**src/hdl/tcp_frame_classifier_defines.svh**
```systemverilog
// Assertion macros for the TCP frame classifier RTL.
// Needs signals clk and rst_n in the scope of each use.
`ifndef TCP_FRAME_CLASSIFIER_DEFINES_SVH
`define TCP_FRAME_CLASSIFIER_DEFINES_SVH
`ifndef SYNTHESIS
`define TFC_ASSERT_IMP(lbl, ante, cons, msg) \
  lbl: assert property (@(posedge clk) disable iff (!rst_n) (ante) |-> (cons)) \
    else $error(msg);
`define TFC_ASSERT_NXT(lbl, ante, cons, msg) \
  lbl: assert property (@(posedge clk) disable iff (!rst_n) (ante) |=> (cons)) \
    else $error(msg);
`else
`define TFC_ASSERT_IMP(lbl, ante, cons, msg)
`define TFC_ASSERT_NXT(lbl, ante, cons, msg)
`endif
`endif

```
**src/hdl/tfc_pkg.sv**
```systemverilog
// Shared types and constants of the TCP frame classifier.
// No dependencies.
`default_nettype none
package tfc_pkg;

  localparam logic [7:0]  ETH_LEN        = 8'd14;
  localparam logic [7:0]  IP_MIN_LEN     = 8'd20;
  localparam logic [7:0]  TCP_MIN_LEN    = 8'd20;
  localparam logic [15:0] ETHERTYPE_IPV4 = 16'h0800;
  localparam logic [7:0]  PROTO_TCP      = 8'h06;
  localparam int          FLAG_FIN_BIT   = 0;
  localparam int          FLAG_SYN_BIT   = 1;
  localparam int          FLAG_ACK_BIT   = 4;

  localparam logic [31:0] DEF_LOCAL_IP     = 32'd0;
  localparam logic [15:0] DEF_SERVICE_PORT = 16'd6379;
  localparam logic [7:0]  DEF_LEAD_IN      = 8'd10;

  localparam logic [1:0] REG_LOCAL_IP     = 2'd0;
  localparam logic [1:0] REG_SERVICE_PORT = 2'd1;
  localparam logic [1:0] REG_LEAD_IN      = 2'd2;

  localparam logic [3:0] VERDICT_SHORT    = 4'd0;
  localparam logic [3:0] VERDICT_NOT_IPV4 = 4'd1;
  localparam logic [3:0] VERDICT_BAD_IP   = 4'd2;
  localparam logic [3:0] VERDICT_NOT_TCP  = 4'd3;
  localparam logic [3:0] VERDICT_BAD_PORT = 4'd4;
  localparam logic [3:0] VERDICT_SYN      = 4'd5;
  localparam logic [3:0] VERDICT_FIN      = 4'd6;
  localparam logic [3:0] VERDICT_ACK      = 4'd7;
  localparam logic [3:0] VERDICT_NOFLAG   = 4'd8;

  typedef struct packed {
    logic [31:0] local_ip;
    logic [15:0] service_port;
    logic [7:0]  lead_in_bytes;
  } cfg_t;

  typedef struct packed {
    logic [15:0] ether_kind;
    logic [3:0]  header_words;
    logic [7:0]  ip_protocol;
    logic [31:0] dest_address;
    logic [15:0] src_port_seen;
    logic [15:0] dst_port_seen;
    logic [3:0]  tcp_words;
    logic [7:0]  tcp_flag_bits;
  } frame_t;

  typedef struct packed {
    logic [3:0]  verdict;
    logic        handled;
    logic [15:0] source_port;
    logic        payload_valid;
    logic [15:0] payload_start;
    logic [15:0] payload_length;
  } result_t;

endpackage
`default_nettype wire

```
**src/hdl/tfc_regs.sv**
```systemverilog
// APB-style configuration registers of the TCP frame classifier.
// Depends on tfc_pkg.
`default_nettype none
module tfc_regs
  import tfc_pkg::*;
(
  input  wire logic        clk,
  input  wire logic        rst_n,
  input  wire logic        psel,
  input  wire logic        penable,
  input  wire logic        pwrite,
  input  wire logic [3:0]  paddr,
  input  wire logic [31:0] pwdata,
  output logic      [31:0] prdata,
  output cfg_t             cfg_o
);

  cfg_t cfg_r, cfg_nxt;
  logic wr_en;

  assign wr_en = psel && penable && pwrite;

  always_comb begin
    cfg_nxt = cfg_r;
    if (wr_en) begin
      case (paddr[3:2])
        REG_LOCAL_IP:     cfg_nxt.local_ip      = pwdata;
        REG_SERVICE_PORT: cfg_nxt.service_port  = pwdata[15:0];
        REG_LEAD_IN:      cfg_nxt.lead_in_bytes = pwdata[7:0];
        default:          cfg_nxt = cfg_r;
      endcase
    end
  end

  always_comb begin
    case (paddr[3:2])
      REG_LOCAL_IP:     prdata = cfg_r.local_ip;
      REG_SERVICE_PORT: prdata = {16'd0, cfg_r.service_port};
      REG_LEAD_IN:      prdata = {24'd0, cfg_r.lead_in_bytes};
      default:          prdata = 32'd0;
    endcase
  end

  always_ff @(posedge clk) begin
    if (!rst_n) begin
      cfg_r.local_ip      <= DEF_LOCAL_IP;
      cfg_r.service_port  <= DEF_SERVICE_PORT;
      cfg_r.lead_in_bytes <= DEF_LEAD_IN;
    end else begin
      cfg_r <= cfg_nxt;
    end
  end

  assign cfg_o = cfg_r;

endmodule
`default_nettype wire

```
**src/hdl/tfc_capture.sv**
```systemverilog
// Byte counter and header field capture for the TCP frame classifier.
// Depends on tfc_pkg; gives the frame fields as they stand after the current byte.
`default_nettype none
module tfc_capture
  import tfc_pkg::*;
#(
  parameter int COUNT_BITS = 16
) (
  input  wire logic                  clk,
  input  wire logic                  rst_n,
  input  wire logic                  step,
  input  wire logic [7:0]            frame_byte,
  input  wire logic                  last_byte,
  input  wire logic [7:0]            lead_in_bytes,
  output frame_t                     frame_o,
  output logic      [COUNT_BITS-1:0] count_o
);

  localparam int WW = (COUNT_BITS >= 16) ? COUNT_BITS + 1 : 17;

  frame_t                frame_r, frame_nxt, cap;
  logic [COUNT_BITS-1:0] count_r, count_nxt, count_upd;
  logic                  sat;
  logic [WW-1:0]         pos, ipb, tcp_base;
  logic [3:0]            ihl;

  assign sat = &count_r;
  assign pos = WW'(count_r);
  assign ipb = WW'(lead_in_bytes) + WW'(ETH_LEN);
  assign ihl = (pos == ipb) ? frame_byte[3:0] : frame_r.header_words;
  assign tcp_base = ipb + WW'({ihl, 2'b00});

  always_comb begin
    cap = frame_r;
    if (!sat) begin
      if (pos == ipb - WW'(2) || pos == ipb - WW'(1)) begin
        cap.ether_kind = {frame_r.ether_kind[7:0], frame_byte};
      end
      if (pos == ipb) begin
        cap.header_words = frame_byte[3:0];
      end
      if (pos == ipb + WW'(9)) begin
        cap.ip_protocol = frame_byte;
      end
      if (pos >= ipb + WW'(16) && pos <= ipb + WW'(19)) begin
        cap.dest_address = {frame_r.dest_address[23:0], frame_byte};
      end
      // TCP fields follow the IP header, which may overlap it for a small IHL
      if (pos >= ipb) begin
        if (pos == tcp_base || pos == tcp_base + WW'(1)) begin
          cap.src_port_seen = {frame_r.src_port_seen[7:0], frame_byte};
        end
        if (pos == tcp_base + WW'(2) || pos == tcp_base + WW'(3)) begin
          cap.dst_port_seen = {frame_r.dst_port_seen[7:0], frame_byte};
        end
        if (pos == tcp_base + WW'(12)) begin
          cap.tcp_words = frame_byte[7:4];
        end
        if (pos == tcp_base + WW'(13)) begin
          cap.tcp_flag_bits = frame_byte;
        end
      end
    end
  end

  // hold the count once saturated
  assign count_upd = sat ? count_r : count_r + 1'b1;

  always_comb begin
    frame_nxt = frame_r;
    count_nxt = count_r;
    if (step) begin
      if (last_byte) begin
        frame_nxt = '0;
        count_nxt = '0;
      end else begin
        frame_nxt = cap;
        count_nxt = count_upd;
      end
    end
  end

  always_ff @(posedge clk) begin
    if (!rst_n) begin
      frame_r <= '0;
      count_r <= '0;
    end else begin
      frame_r <= frame_nxt;
      count_r <= count_nxt;
    end
  end

  assign frame_o = cap;
  assign count_o = count_upd;

endmodule
`default_nettype wire

```
**src/hdl/tfc_verdict.sv**
```systemverilog
// Verdict and payload bounds of one finished frame.
// Depends on tfc_pkg; pure combinational logic.
`default_nettype none
module tfc_verdict
  import tfc_pkg::*;
#(
  parameter int COUNT_BITS = 16
) (
  input  wire cfg_t                  cfg,
  input  wire frame_t                frame,
  input  wire logic [COUNT_BITS-1:0] frame_len,
  output result_t                    result
);

  localparam int WW = (COUNT_BITS >= 16) ? COUNT_BITS + 1 : 17;

  logic [WW-1:0] size, ipb, tcpb, hdr_end, pay_len;
  logic [3:0]    verdict;
  logic          pvalid;

  assign size    = WW'(frame_len);
  assign ipb     = WW'(cfg.lead_in_bytes) + WW'(ETH_LEN);
  assign tcpb    = ipb + WW'({frame.header_words, 2'b00});
  assign hdr_end = tcpb + WW'({frame.tcp_words, 2'b00});
  assign pay_len = size - hdr_end;

  always_comb begin
    if (size < ipb) begin
      verdict = VERDICT_SHORT;
    end else if (frame.ether_kind != ETHERTYPE_IPV4) begin
      verdict = VERDICT_NOT_IPV4;
    end else if (size < ipb + WW'(IP_MIN_LEN)) begin
      verdict = VERDICT_SHORT;
    end else if (frame.dest_address != cfg.local_ip) begin
      verdict = VERDICT_BAD_IP;
    end else if (frame.ip_protocol != PROTO_TCP) begin
      verdict = VERDICT_NOT_TCP;
    end else if (size < tcpb + WW'(TCP_MIN_LEN)) begin
      verdict = VERDICT_SHORT;
    end else if (frame.dst_port_seen != cfg.service_port) begin
      verdict = VERDICT_BAD_PORT;
    end else if (frame.tcp_flag_bits[FLAG_SYN_BIT]) begin
      verdict = VERDICT_SYN;
    end else if (frame.tcp_flag_bits[FLAG_FIN_BIT]) begin
      verdict = VERDICT_FIN;
    end else if (frame.tcp_flag_bits[FLAG_ACK_BIT]) begin
      verdict = VERDICT_ACK;
    end else begin
      verdict = VERDICT_NOFLAG;
    end
  end

  assign pvalid = (verdict == VERDICT_ACK) && (hdr_end < size);

  assign result.verdict        = verdict;
  assign result.handled        = (verdict >= VERDICT_BAD_PORT);
  assign result.source_port    = (verdict >= VERDICT_SYN) ? frame.src_port_seen : 16'd0;
  assign result.payload_valid  = pvalid;
  assign result.payload_start  = pvalid ? hdr_end[15:0] : 16'd0;
  assign result.payload_length = pvalid ? pay_len[15:0] : 16'd0;

endmodule
`default_nettype wire

```
**src/hdl/tcp_frame_classifier.sv**
```systemverilog
// TCP frame classifier, top level.
// Byte stream in (in_*), one verdict beat per frame out (out_*), APB registers (cfg_*).
// Frames enter one byte per in_ beat; in_tlast marks the final byte of a frame.
// Each frame starts with lead_in_bytes of lead-in, then Ethernet, IPv4 and TCP headers.
// On the last byte one result beat leaves on out_; other bytes cause no output.
// After its last byte is accepted, the byte waits in the input register, then the capture
// and verdict logic load the result register, from which the result leaves on out_.
// Throughput: one byte per cycle, with no gap between frames, while results are taken.
// A finished result waits in the output register while the next frame's bytes keep
// flowing; only a last byte stalls, and only while the previous result is not taken.
// in_tready falls only in that case, so a stalled receiver stops input at the next frame end.
// Reset (rst_n low, synchronous) clears the byte count, the captured fields and both
// pipeline stages, and restores local_ip 0, service_port 6379, lead_in_bytes 10.
// Registers: 0x0 local_ip, 0x4 service_port, 0x8 lead_in_bytes; write them only while idle.
// The byte count saturates at 2**COUNT_BITS-1.
`default_nettype none
`include "tcp_frame_classifier_defines.svh"
module tcp_frame_classifier
  import tfc_pkg::*;
#(
  parameter int COUNT_BITS = 16
) (
  input  wire logic        clk,
  input  wire logic        rst_n,
  // in_tdata: [7:0] frame_byte
  input  wire logic        in_tvalid,
  output logic             in_tready,
  input  wire logic [7:0]  in_tdata,
  input  wire logic        in_tlast,
  // out_tdata: [15:0] source_port, [31:16] payload_start, [47:32] payload_length
  // out_tuser: [3:0] verdict, [4] handled, [5] payload_valid
  output logic             out_tvalid,
  input  wire logic        out_tready,
  output logic      [47:0] out_tdata,
  output logic      [5:0]  out_tuser,
  input  wire logic        cfg_psel,
  input  wire logic        cfg_penable,
  input  wire logic        cfg_pwrite,
  input  wire logic [3:0]  cfg_paddr,
  input  wire logic [31:0] cfg_pwdata,
  output logic      [31:0] cfg_prdata,
  output logic             cfg_pready
);

  cfg_t                  cfg;
  frame_t                frame;
  logic [COUNT_BITS-1:0] frame_len;
  result_t               result, out_res_r;

  logic       in_valid_r, in_valid_nxt;
  logic [7:0] in_byte_r;
  logic       in_last_r;
  logic       out_valid_r, out_valid_nxt;
  logic       advance, take;

  assign cfg_pready = 1'b1;

  tfc_regs u_regs (
    .clk     (clk),
    .rst_n   (rst_n),
    .psel    (cfg_psel),
    .penable (cfg_penable),
    .pwrite  (cfg_pwrite),
    .paddr   (cfg_paddr),
    .pwdata  (cfg_pwdata),
    .prdata  (cfg_prdata),
    .cfg_o   (cfg)
  );

  // a byte that ends no frame always moves on; a last byte needs a free result slot
  assign advance   = in_valid_r && (!in_last_r || !out_valid_r || out_tready);
  assign in_tready = !in_valid_r || advance;
  assign take      = in_tvalid && in_tready;

  always_comb begin
    in_valid_nxt = in_valid_r;
    if (take) begin
      in_valid_nxt = 1'b1;
    end else if (advance) begin
      in_valid_nxt = 1'b0;
    end
  end

  always_comb begin
    out_valid_nxt = out_valid_r;
    if (advance && in_last_r) begin
      out_valid_nxt = 1'b1;
    end else if (out_tready) begin
      out_valid_nxt = 1'b0;
    end
  end

  always_ff @(posedge clk) begin
    if (!rst_n) begin
      in_valid_r  <= 1'b0;
      out_valid_r <= 1'b0;
    end else begin
      in_valid_r  <= in_valid_nxt;
      out_valid_r <= out_valid_nxt;
    end
  end

  always_ff @(posedge clk) begin
    if (take) begin
      in_byte_r <= in_tdata;
      in_last_r <= in_tlast;
    end
    if (advance && in_last_r) begin
      out_res_r <= result;
    end
  end

  tfc_capture #(
    .COUNT_BITS (COUNT_BITS)
  ) u_capture (
    .clk           (clk),
    .rst_n         (rst_n),
    .step          (advance),
    .frame_byte    (in_byte_r),
    .last_byte     (in_last_r),
    .lead_in_bytes (cfg.lead_in_bytes),
    .frame_o       (frame),
    .count_o       (frame_len)
  );

  tfc_verdict #(
    .COUNT_BITS (COUNT_BITS)
  ) u_verdict (
    .cfg       (cfg),
    .frame     (frame),
    .frame_len (frame_len),
    .result    (result)
  );

  assign out_tvalid = out_valid_r;
  assign out_tdata  = {out_res_r.payload_length, out_res_r.payload_start,
                       out_res_r.source_port};
  assign out_tuser  = {out_res_r.payload_valid, out_res_r.handled, out_res_r.verdict};

  `TFC_ASSERT_IMP(a_handled_match, out_valid_r,
    out_res_r.handled == (out_res_r.verdict >= VERDICT_BAD_PORT), "handled flag mismatch")
  `TFC_ASSERT_IMP(a_payload_ack, out_valid_r && out_res_r.payload_valid,
    out_res_r.verdict == VERDICT_ACK, "payload reported for non-ack verdict")
  `TFC_ASSERT_IMP(a_sport_zero, out_valid_r && (out_res_r.verdict < VERDICT_SYN),
    out_res_r.source_port == 16'd0, "source port set for rejected frame")
  `TFC_ASSERT_NXT(a_last_gives_result, advance && in_last_r,
    out_valid_r, "last byte produced no result")
  `TFC_ASSERT_IMP(a_stall_cause, !in_tready,
    in_valid_r && in_last_r && out_valid_r && !out_tready, "input stalled without cause")

endmodule
`default_nettype wire
```
**config.mk**
```make
export PLATFORM = sky130hd
export DESIGN_NAME = tcp_frame_classifier
export DESIGN_NICKNAME = d
export VERILOG_FILES = /design/src/hdl/tfc_pkg.sv /design/src/hdl/tfc_regs.sv /design/src/hdl/tfc_capture.sv /design/src/hdl/tfc_verdict.sv /design/src/hdl/tcp_frame_classifier.sv
export VERILOG_INCLUDE_DIRS = /design/src /design/src/hdl
export SDC_FILE = /design/constraint.sdc
export NUM_CORES = 1
export LEC_CHECK = 0
export BUFFER_PORTS_ARGS = -buffer_cell sky130_fd_sc_hd__buf_4
export CORE_MARGIN = 1
export CORE_UTILIZATION = 65
export CTS_CLUSTER_DIAMETER = 100
export DETAILED_ROUTE_END_ITERATION = 8
export GPL_TIMING_DRIVEN = 0
export PLACE_DENSITY = 0.82
export SLEW_MARGIN = 40
export SYNTH_ARGS = -nofsm -noshare
export SYNTH_HDL_FRONTEND = slang
export SYNTH_SLANG_ARGS = --single-unit
export TNS_END_PERCENT = 20
```
**constraint.sdc**
```tcl
create_clock -name clk -period 21.4 [get_ports clk]
set_input_delay 2.14 -clock clk [delete_from_list [all_inputs] [get_ports clk]]
set_output_delay 2.14 -clock clk [all_outputs]
set_load 0.02 [all_outputs]
```
==> flow_metrics.py, run 1 <==
metrics = {
    "final_layout": {
        "drive_gt1_share_pct": 12.5,
        "nets": 2146,
        "final_cell_mix": "dfxtp_1 (173), nand2_1 (169), buf_4 (139), nor2b_1 (138)",
        "layout_commonest_cell": "dfxtp_1",
        "diodes": 0,
        "area_delta_synth_final_pct": 14.1,
        "fill_cells": 1866,
    },
    "placed_design": {
        "io_buffers": 129,
        "dpl.hpwl_mm": 38.9,
        "routabilityCongestion": 0.999,
    },
    "yosys": {
        "ys_ff_latch": 231,
        "synth-edff-count": 58,
        "ys_types": 93,
        "syn_inst": 1815,
        "synth_top_area_share_pct": 21.6,
        "synth-async-reset-ratio_pct": 0,
        "yosysWarningCount": 0,
        "yosys.area.top_type": "dfxtp_1",
        "avgSynthCellArea_um2": 8.85,
        "synth_ff_type": "dfxtp_1",
        "syn_area_um2": 16100,
        "yosys-top-cells-area": "dfxtp_1 (22%), edfxtp_1 (11%), ha_1 (8.3%)",
        "seq_area_frac_synth_pct": 32.4,
    },
    "die": {
        "dieArea_um2": 25300,
        "initial_utilization_pct": 66.2,
        "row_count": 57,
        "coreArea_um2": 24200,
        "fp.dieW_um": 159,
        "die_h_um": 159,
        "ios": 141,
    },
    "timing": {
        "period_needed_ns": 12.27,
        "hold_viol": 0,
        "worst-slew-pin-transition_ns": 0.883,
        "fin_crit_sh_pct": 57.3,
        "fin_hold_ws_ns": 0.506,
        "finalSetupViolCount": 0,
        "fmax_mhz": 81.5,
        "fin_skew_ns": 0.0214,
        "tns_ns": 0,
        "finalMaxSlewViolations": 0,
        "max_slew_margin_pct": 40.9,
        "rsz0062_at_grt": "no",
    },
    "clock_network": {
        "clock_latency_ns": 0.54,
        "cts_resized": 0,
        "numCtsBuffers": 25,
        "cts.htree.levels": 1,
        "cts_sinks": 231,
        "cts_tree": "done",
        "cts_setup_buffers": 0,
        "root_buffer": "clkbuf_16",
        "holdBufCountCts": 0,
        "clockBufferDepth": 3,
        "clkTransAtPathRegs_ns": 0.06,
    },
    "min_path": {
        "hp-start": "u_regs.cfg_o[51]",
        "hold_path_class": "reg -> reg",
        "hold_depth": 2,
    },
    "critical_path": {
        "timing.rr.start": "u_regs.cfg_o[1]",
        "cp-end-kind": "flop",
        "path_delay_family": "simple AND/OR/NAND/NOR gates",
        "crit_path_frequent_cell": "ha_1",
        "arrival_ns": 12.64,
        "critPathLaunchType": "flop",
        "path_buf_inv": 5,
        "critPathMaxFanout": 10,
        "reg2reg_depth": 37,
        "slowest_stage": "dfxtp_1",
        "max_stage_delay_ns": 0.70,
        "critPathRequiredTime_ns": 21.77,
        "startpoint": "u_regs.cfg_o[1]",
        "crit_cells": 37,
        "critical_path_class": "reg -> reg",
    },
    "run_status": {
        "status": "finished clean",
    },
    "drt": {
        "post_drt_wl_per_cell_um": 21.9,
        "vias_per_cell": 6.42,
        "drt-initial-drc-count": 1314,
        "detailroute.via_count": 14924,
        "drt_wl_total_mm": 51.0,
        "drc_errors": 0,
        "ant_nets": 0,
        "drt_pass1_iterations": 7,
    },
    "grt": {
        "grt_antenna_before_repair": 0,
        "grt_max_degree": 28,
        "overflow": 0,
        "grt_pass1_wl_mm": 78.6,
        "grt_use_total_pct": 39.3,
        "grt_pass1_vias": 14172,
    },
    "pwr": {
        "ir_drop_mv": 0.0596,
        "power_density_nw_per_um2": 52.4,
        "p_leak_nw": 7.03,
    },
    "job": {
        "cap_violations": 0,
    },
}
[power by group]
part           switching (mW)  leakage [nW]  total [mW]  internal (mW)
registers             0.00544          2.02       0.455          0.450
logic                  0.0513          4.63      0.0826         0.0313
clock network           0.188         0.379       0.422          0.234
[routing by layer]
metal | GRT usage [%] | share of wire (%)
met1 | 49.5 | 40
met2 | 65.0 | 46
met3 | 6.20 | 8.7
met4 | 21.0 | 5.4
met5 | 0 | 0
[final cells by class]
cell class | instances | area (µm²) | area share (%)
plain buffers | 111 | 492 | 2.68
clock buffers | 31 | 662 | 3.61
well taps | 324 | 405 | 2.21
clock inverters | 15 | 125 | 0.683
inverters | 77 | 290 | 1.58
multi-input cells | 1407 | 10200 | 55.4
flip-flops and latches | 231 | 5200 | 28.4
repair buffers | 130 | 996 | 5.43
[final timing paths]
| check | slack, ns | end |
|---|---|---|
| worst max-delay path | 9.13 | out_tdata[44] |
| worst min-delay path | 0.51 | u_regs.cfg_o[51] |
| worst max register to register | 9.13 | out_tdata[44] |
| worst min register to register | 0.51 | u_regs.cfg_o[51] |
[cell families (layout without fill, tap and decap cells)]
group / count (synthesis) / count (layout) / synth area share [%]
other cells: 2 / 13 / 0.0468
xor+xnor: 176 / 176 / 10.1
buf+inv: 188 / 364 / 4.86
simple gates: 637 / 637 / 21.1
mux: 66 / 66 / 4.25
fa+ha+maj: 111 / 111 / 8.84
compound gates: 404 / 404 / 18.3
flops: 231 / 231 / 32.4
[flip-flops by register name, summed over array words and instances, names as in the netlist]
signal	cells
u_capture.frame_r	99
u_regs.cfg_o	56
out_tdata	43
u_capture.count_r	16
in_byte_r	8
out_tuser	6
in_last_r	1
in_valid_r	1
out_tvalid	1
[worst min-delay path, stage by stage (launching register included)]
cell and delay, ns:
dfxtp_1 0.33, nand2_1 0.06, a21boi_0 0.07
[per-stage QoR]
step                instances  instance area (µm²)  total power, mW  setup WS [ns]  utilization (%)
finish                   2326                18300            0.960           9.13             75.6
global route             2326                18300            0.980           8.62             75.6
CTS                      2326                18300            0.956           9.40             75.5
detailed placement       2280                17500            0.544           9.43             72.2
global placement         2279                17500            0.542           9.67             72.1
floorplan                1826                16100            0.513          12.41                -
[Yosys cell counts (9+ instances only)]
library cell / number
mux2i_1: 51
buf_2: 15
nand4_1: 29
o21ai_0: 53
nor2_1: 64
a211oi_1: 28
nor4_1: 35
edfxtp_1: 58
ha_1: 107
a22oi_1: 107
and3_1: 14
a21boi_0: 53
a21oi_1: 45
nand2_1: 169
a31oi_1: 11
and2_1: 29
nand2b_1: 10
inv_1: 73
nor3_1: 53
nor2b_1: 138
mux2_2: 13
a21o_1: 13
nand3_1: 35
buf_4: 10
o21a_1: 19
o211ai_1: 9
dfxtp_1: 173
xnor2_1: 106
nand3b_1: 9
xor2_1: 64
clkbuf_1: 77
or3_1: 20
(Power assumes the default switching activity.)
==> inputs of run 2 (changes only) <==
ABC_AREA = 1   (was unset)
CORE_UTILIZATION = 55   (was 65)
PLACE_DENSITY = 0.73   (was 0.82)
clock period = 9.93 ns   (was 21.4 ns; I/O delays follow)
==> run 2 against run 1 <==
Effect of this change:
- utilization fell by 11 points
- count of clock-buffer cells in the layout rose by 9
- combinational power rose by 140%
- routed wire length is 1.7% higher
- largest cell class unchanged
- worst setup slack got worse by 8.5 ns
- fmax is 31% higher
==> flow_metrics.py, run 2 <==
metrics = {
    "run_status": {
        "status": "finished clean",
    },
    "final_layout": {
        "final_cell_area_um2": 18900,
        "drive_gt1_share_pct": 14.2,
        "layout_commonest_cell": "nand2_1",
        "final_cell_mix": "nand2_1 (613), inv_1 (278), a21oi_1 (204), nor2_1 (188), dfxtp_1 (172)",
        "nets": 2702,
        "stdcell_count": 2943,
        "area_delta_synth_final_pct": 15.0,
        "largest_reg_flops": 99,
        "diodes": 0,
        "top_register": "u_capture.frame_r",
    },
    "yosys": {
        "ys_ff_latch": 231,
        "synth_most_common_cell": "nand2_1",
        "synth-edff-count": 58,
        "synth_top_family_by_area": "simple AND/OR/NAND/NOR gates",
        "seq_area_frac_synth_pct": 31.7,
        "synthTopCellsByCount": "nand2_1 (613), inv_1 (280), a21oi_1 (204)",
        "syn_inst": 2363,
        "yosys.area.top_type": "dfxtp_1",
        "yosysWarningCount": 0,
        "ys_types": 67,
        "synth_fa_ha_area_share_pct": 8.63,
        "synth_ff_type": "dfxtp_1",
        "synth_xor_area_share_pct": 4.50,
        "synth_compound_area_share_pct": 14.5,
        "synth_top_area_share_pct": 21.1,
        "yosys-top-cells-area": "dfxtp_1 (21%), nand2_1 (14%), edfxtp_1 (11%)",
        "synth-async-reset-ratio_pct": 0,
        "muxShareOfSynthArea_pct": 0.989,
        "syn_area_um2": 16400,
        "avgSynthCellArea_um2": 6.96,
        "synth-simple-area-share_pct": 29.5,
    },
    "clock_network": {
        "cts_sinks": 231,
        "holdBufCountCts": 0,
        "clockBufferDepth": 3,
        "cts_tree": "done",
        "clock_latency_ns": 0.57,
        "cts.htree.levels": 1,
        "root_buffer": "clkbuf_16",
        "numCtsBuffers": 27,
        "clkTransAtPathRegs_ns": 0.06,
    },
    "critical_path": {
        "critPathRequiredTime_ns": 10.24,
        "path_delay_family": "adder cells",
        "slowest_stage": "dfxtp_1",
        "critPathMaxFanout": 10,
        "critPathLaunchType": "flop",
        "cp-end-kind": "flop",
        "startpoint": "u_regs.cfg_o[0]",
        "critical_path_class": "reg -> reg",
        "crit_path_frequent_cell": "inv_1",
        "arrival_ns": 9.65,
        "max_stage_delay_ns": 0.55,
        "path_buf_inv": 8,
        "timing.rr.start": "u_regs.cfg_o[0]",
    },
    "pwr": {
        "ir_drop_mv": 0.111,
        "p_clk_share_pct": 46.6,
        "power_density_nw_per_um2": 117,
        "p_leak_nw": 8.76,
        "pwr-share-comb_pct": 8.9,
        "total_power_mw": 2.21,
        "switchingPower_uw": 565,
        "intPower_mw": 1.65,
        "switching_share_pct": 25.5,
        "power_frac_seq_pct": 44.5,
    },
    "die": {
        "fp.dieW_um": 175,
        "ios": 141,
        "coreArea_um2": 29100,
        "die_h_um": 175,
        "row_count": 62,
        "dieArea_um2": 30600,
        "initial_utilization_pct": 56.5,
    },
    "timing": {
        "tns_ns": 0,
        "period_needed_ns": 9.34,
        "fin_crit_sh_pct": 94.1,
        "finalMaxSlewViolations": 0,
        "max_slew_margin_pct": 38.5,
        "finalSetupViolCount": 0,
        "fin_skew_ns": 0.0228,
        "worst-slew-pin-transition_ns": 0.911,
        "rsz0062_at_grt": "no",
        "fin_hold_ws_ns": 0.467,
        "fmax_mhz": 107,
        "hold_viol": 0,
    },
    "min_path": {
        "hp-start": "u_capture.frame_r[77]",
        "hold_path_class": "reg -> reg",
    },
    "job": {
        "cap_violations": 0,
    },
    "grt": {
        "grt_antenna_before_repair": 1,
        "grt_pass1_wl_mm": 81.5,
        "grt_pass1_vias": 15171,
        "grt_use_total_pct": 33.7,
        "grt_max_degree": 50,
        "overflow": 0,
    },
    "drt": {
        "ant_nets": 0,
        "drt_pass1_iterations": 6,
        "drc_errors": 0,
        "detailroute.via_count": 16498,
        "vias_per_cell": 5.61,
        "post_drt_wl_per_cell_um": 17.6,
        "drt_wl_total_mm": 51.9,
        "drt-initial-drc-count": 1771,
    },
    "placed_design": {
        "routabilityCongestion": 1.01,
        "placed_cell_area_um2": 18000,
        "placedCellCount": 2890,
        "dpl.hpwl_mm": 40.3,
        "io_buffers": 132,
    },
}
[run 2: cell types whose count changed after synthesis, sizes merged, moves of 46 or more]
cell	previous run	this run
a22oi	107	0
nor2b	139	0
a21boi	55	2
nand3	35	121
mux2i	51	5
nand2	169	648
o21ai	63	140
a21oi	47	204
xnor2	109	21
inv	75	318
nor2	64	235
[run 2: final cells by class]
type                            instances  area [µm²]
Buffer                                 88         449
Clock buffer                           40         764
Clock inverter                          9         141
Fill cell                            2657       10200
Inverter                              323        1220
Multi-Input combinational cell       1732        9620
Sequential cell                       231        5210
Tap cell                              384         480
Timing Repair Buffer                  136        1020
[run 2: power by group through the flow]
stage	clock network [mW]	logic, mW	registers (mW)
floorplan	0	0.119	1.00
global placement	0	0.187	1.00
finish	1.03	0.196	0.985
CTS	1.04	0.191	0.984
global route	1.07	0.214	0.985
detailed placement	0	0.190	1.00
[run 2: logic make-up (layout without fill, tap and decap cells)]
group,after synthesis,in the layout
flip-flops,231,231
XOR/XNOR,81,81
other,2,13
AND/OR/NAND/NOR,1081,1081
multiplexers,15,15
AO/OA/AOI/OAI,431,431
buffers and inverters,411,596
adder cells (fa/ha/maj),111,111
[run 2: stage by stage]
step                setup slack (ns)  utilization [%]
CTS                            0.217             64.9
floorplan                       2.05                -
finish                         0.590             65.0
global placement              -0.209             61.7
global route                  0.0379             65.0
detailed placement            -0.440             61.7
[run 2: layer usage]
metal  part of all wire [%]  wire length, µm  global-route usage, %
met1                     46            23700                   49.0
met2                     43            22200                   51.4
met3                    9.2             4800                   5.31
met4                    2.3             1220                   9.31
met5                  0.052               27                      0
[run 2: timing repair]
| action | in CTS | in global routing |
|---|---|---|
| endpoints found under the setup margin | 27 | 27 |
| setup buffers | 2 | 2 |
| resized for setup | 1 | 7 |
| pin swaps | 1 | 0 |
| hold endpoints to repair | 0 | 0 |
[run 2: worst min-delay path, stage by stage (launching register included)]
cell and delay (ns):
dfxtp_1 0.31, nand2_1 0.06, a21oi_1 0.05
[run 2: path summary, 6_finish.rpt]
check,endpoint,slack (ns),depth (start not counted)
setup / recovery,out_tdata[46],0.59,42
hold / removal,u_capture.frame_r[77],0.47,2
setup reg to reg,out_tdata[46],0.59,42
hold reg to reg,u_capture.frame_r[77],0.47,2
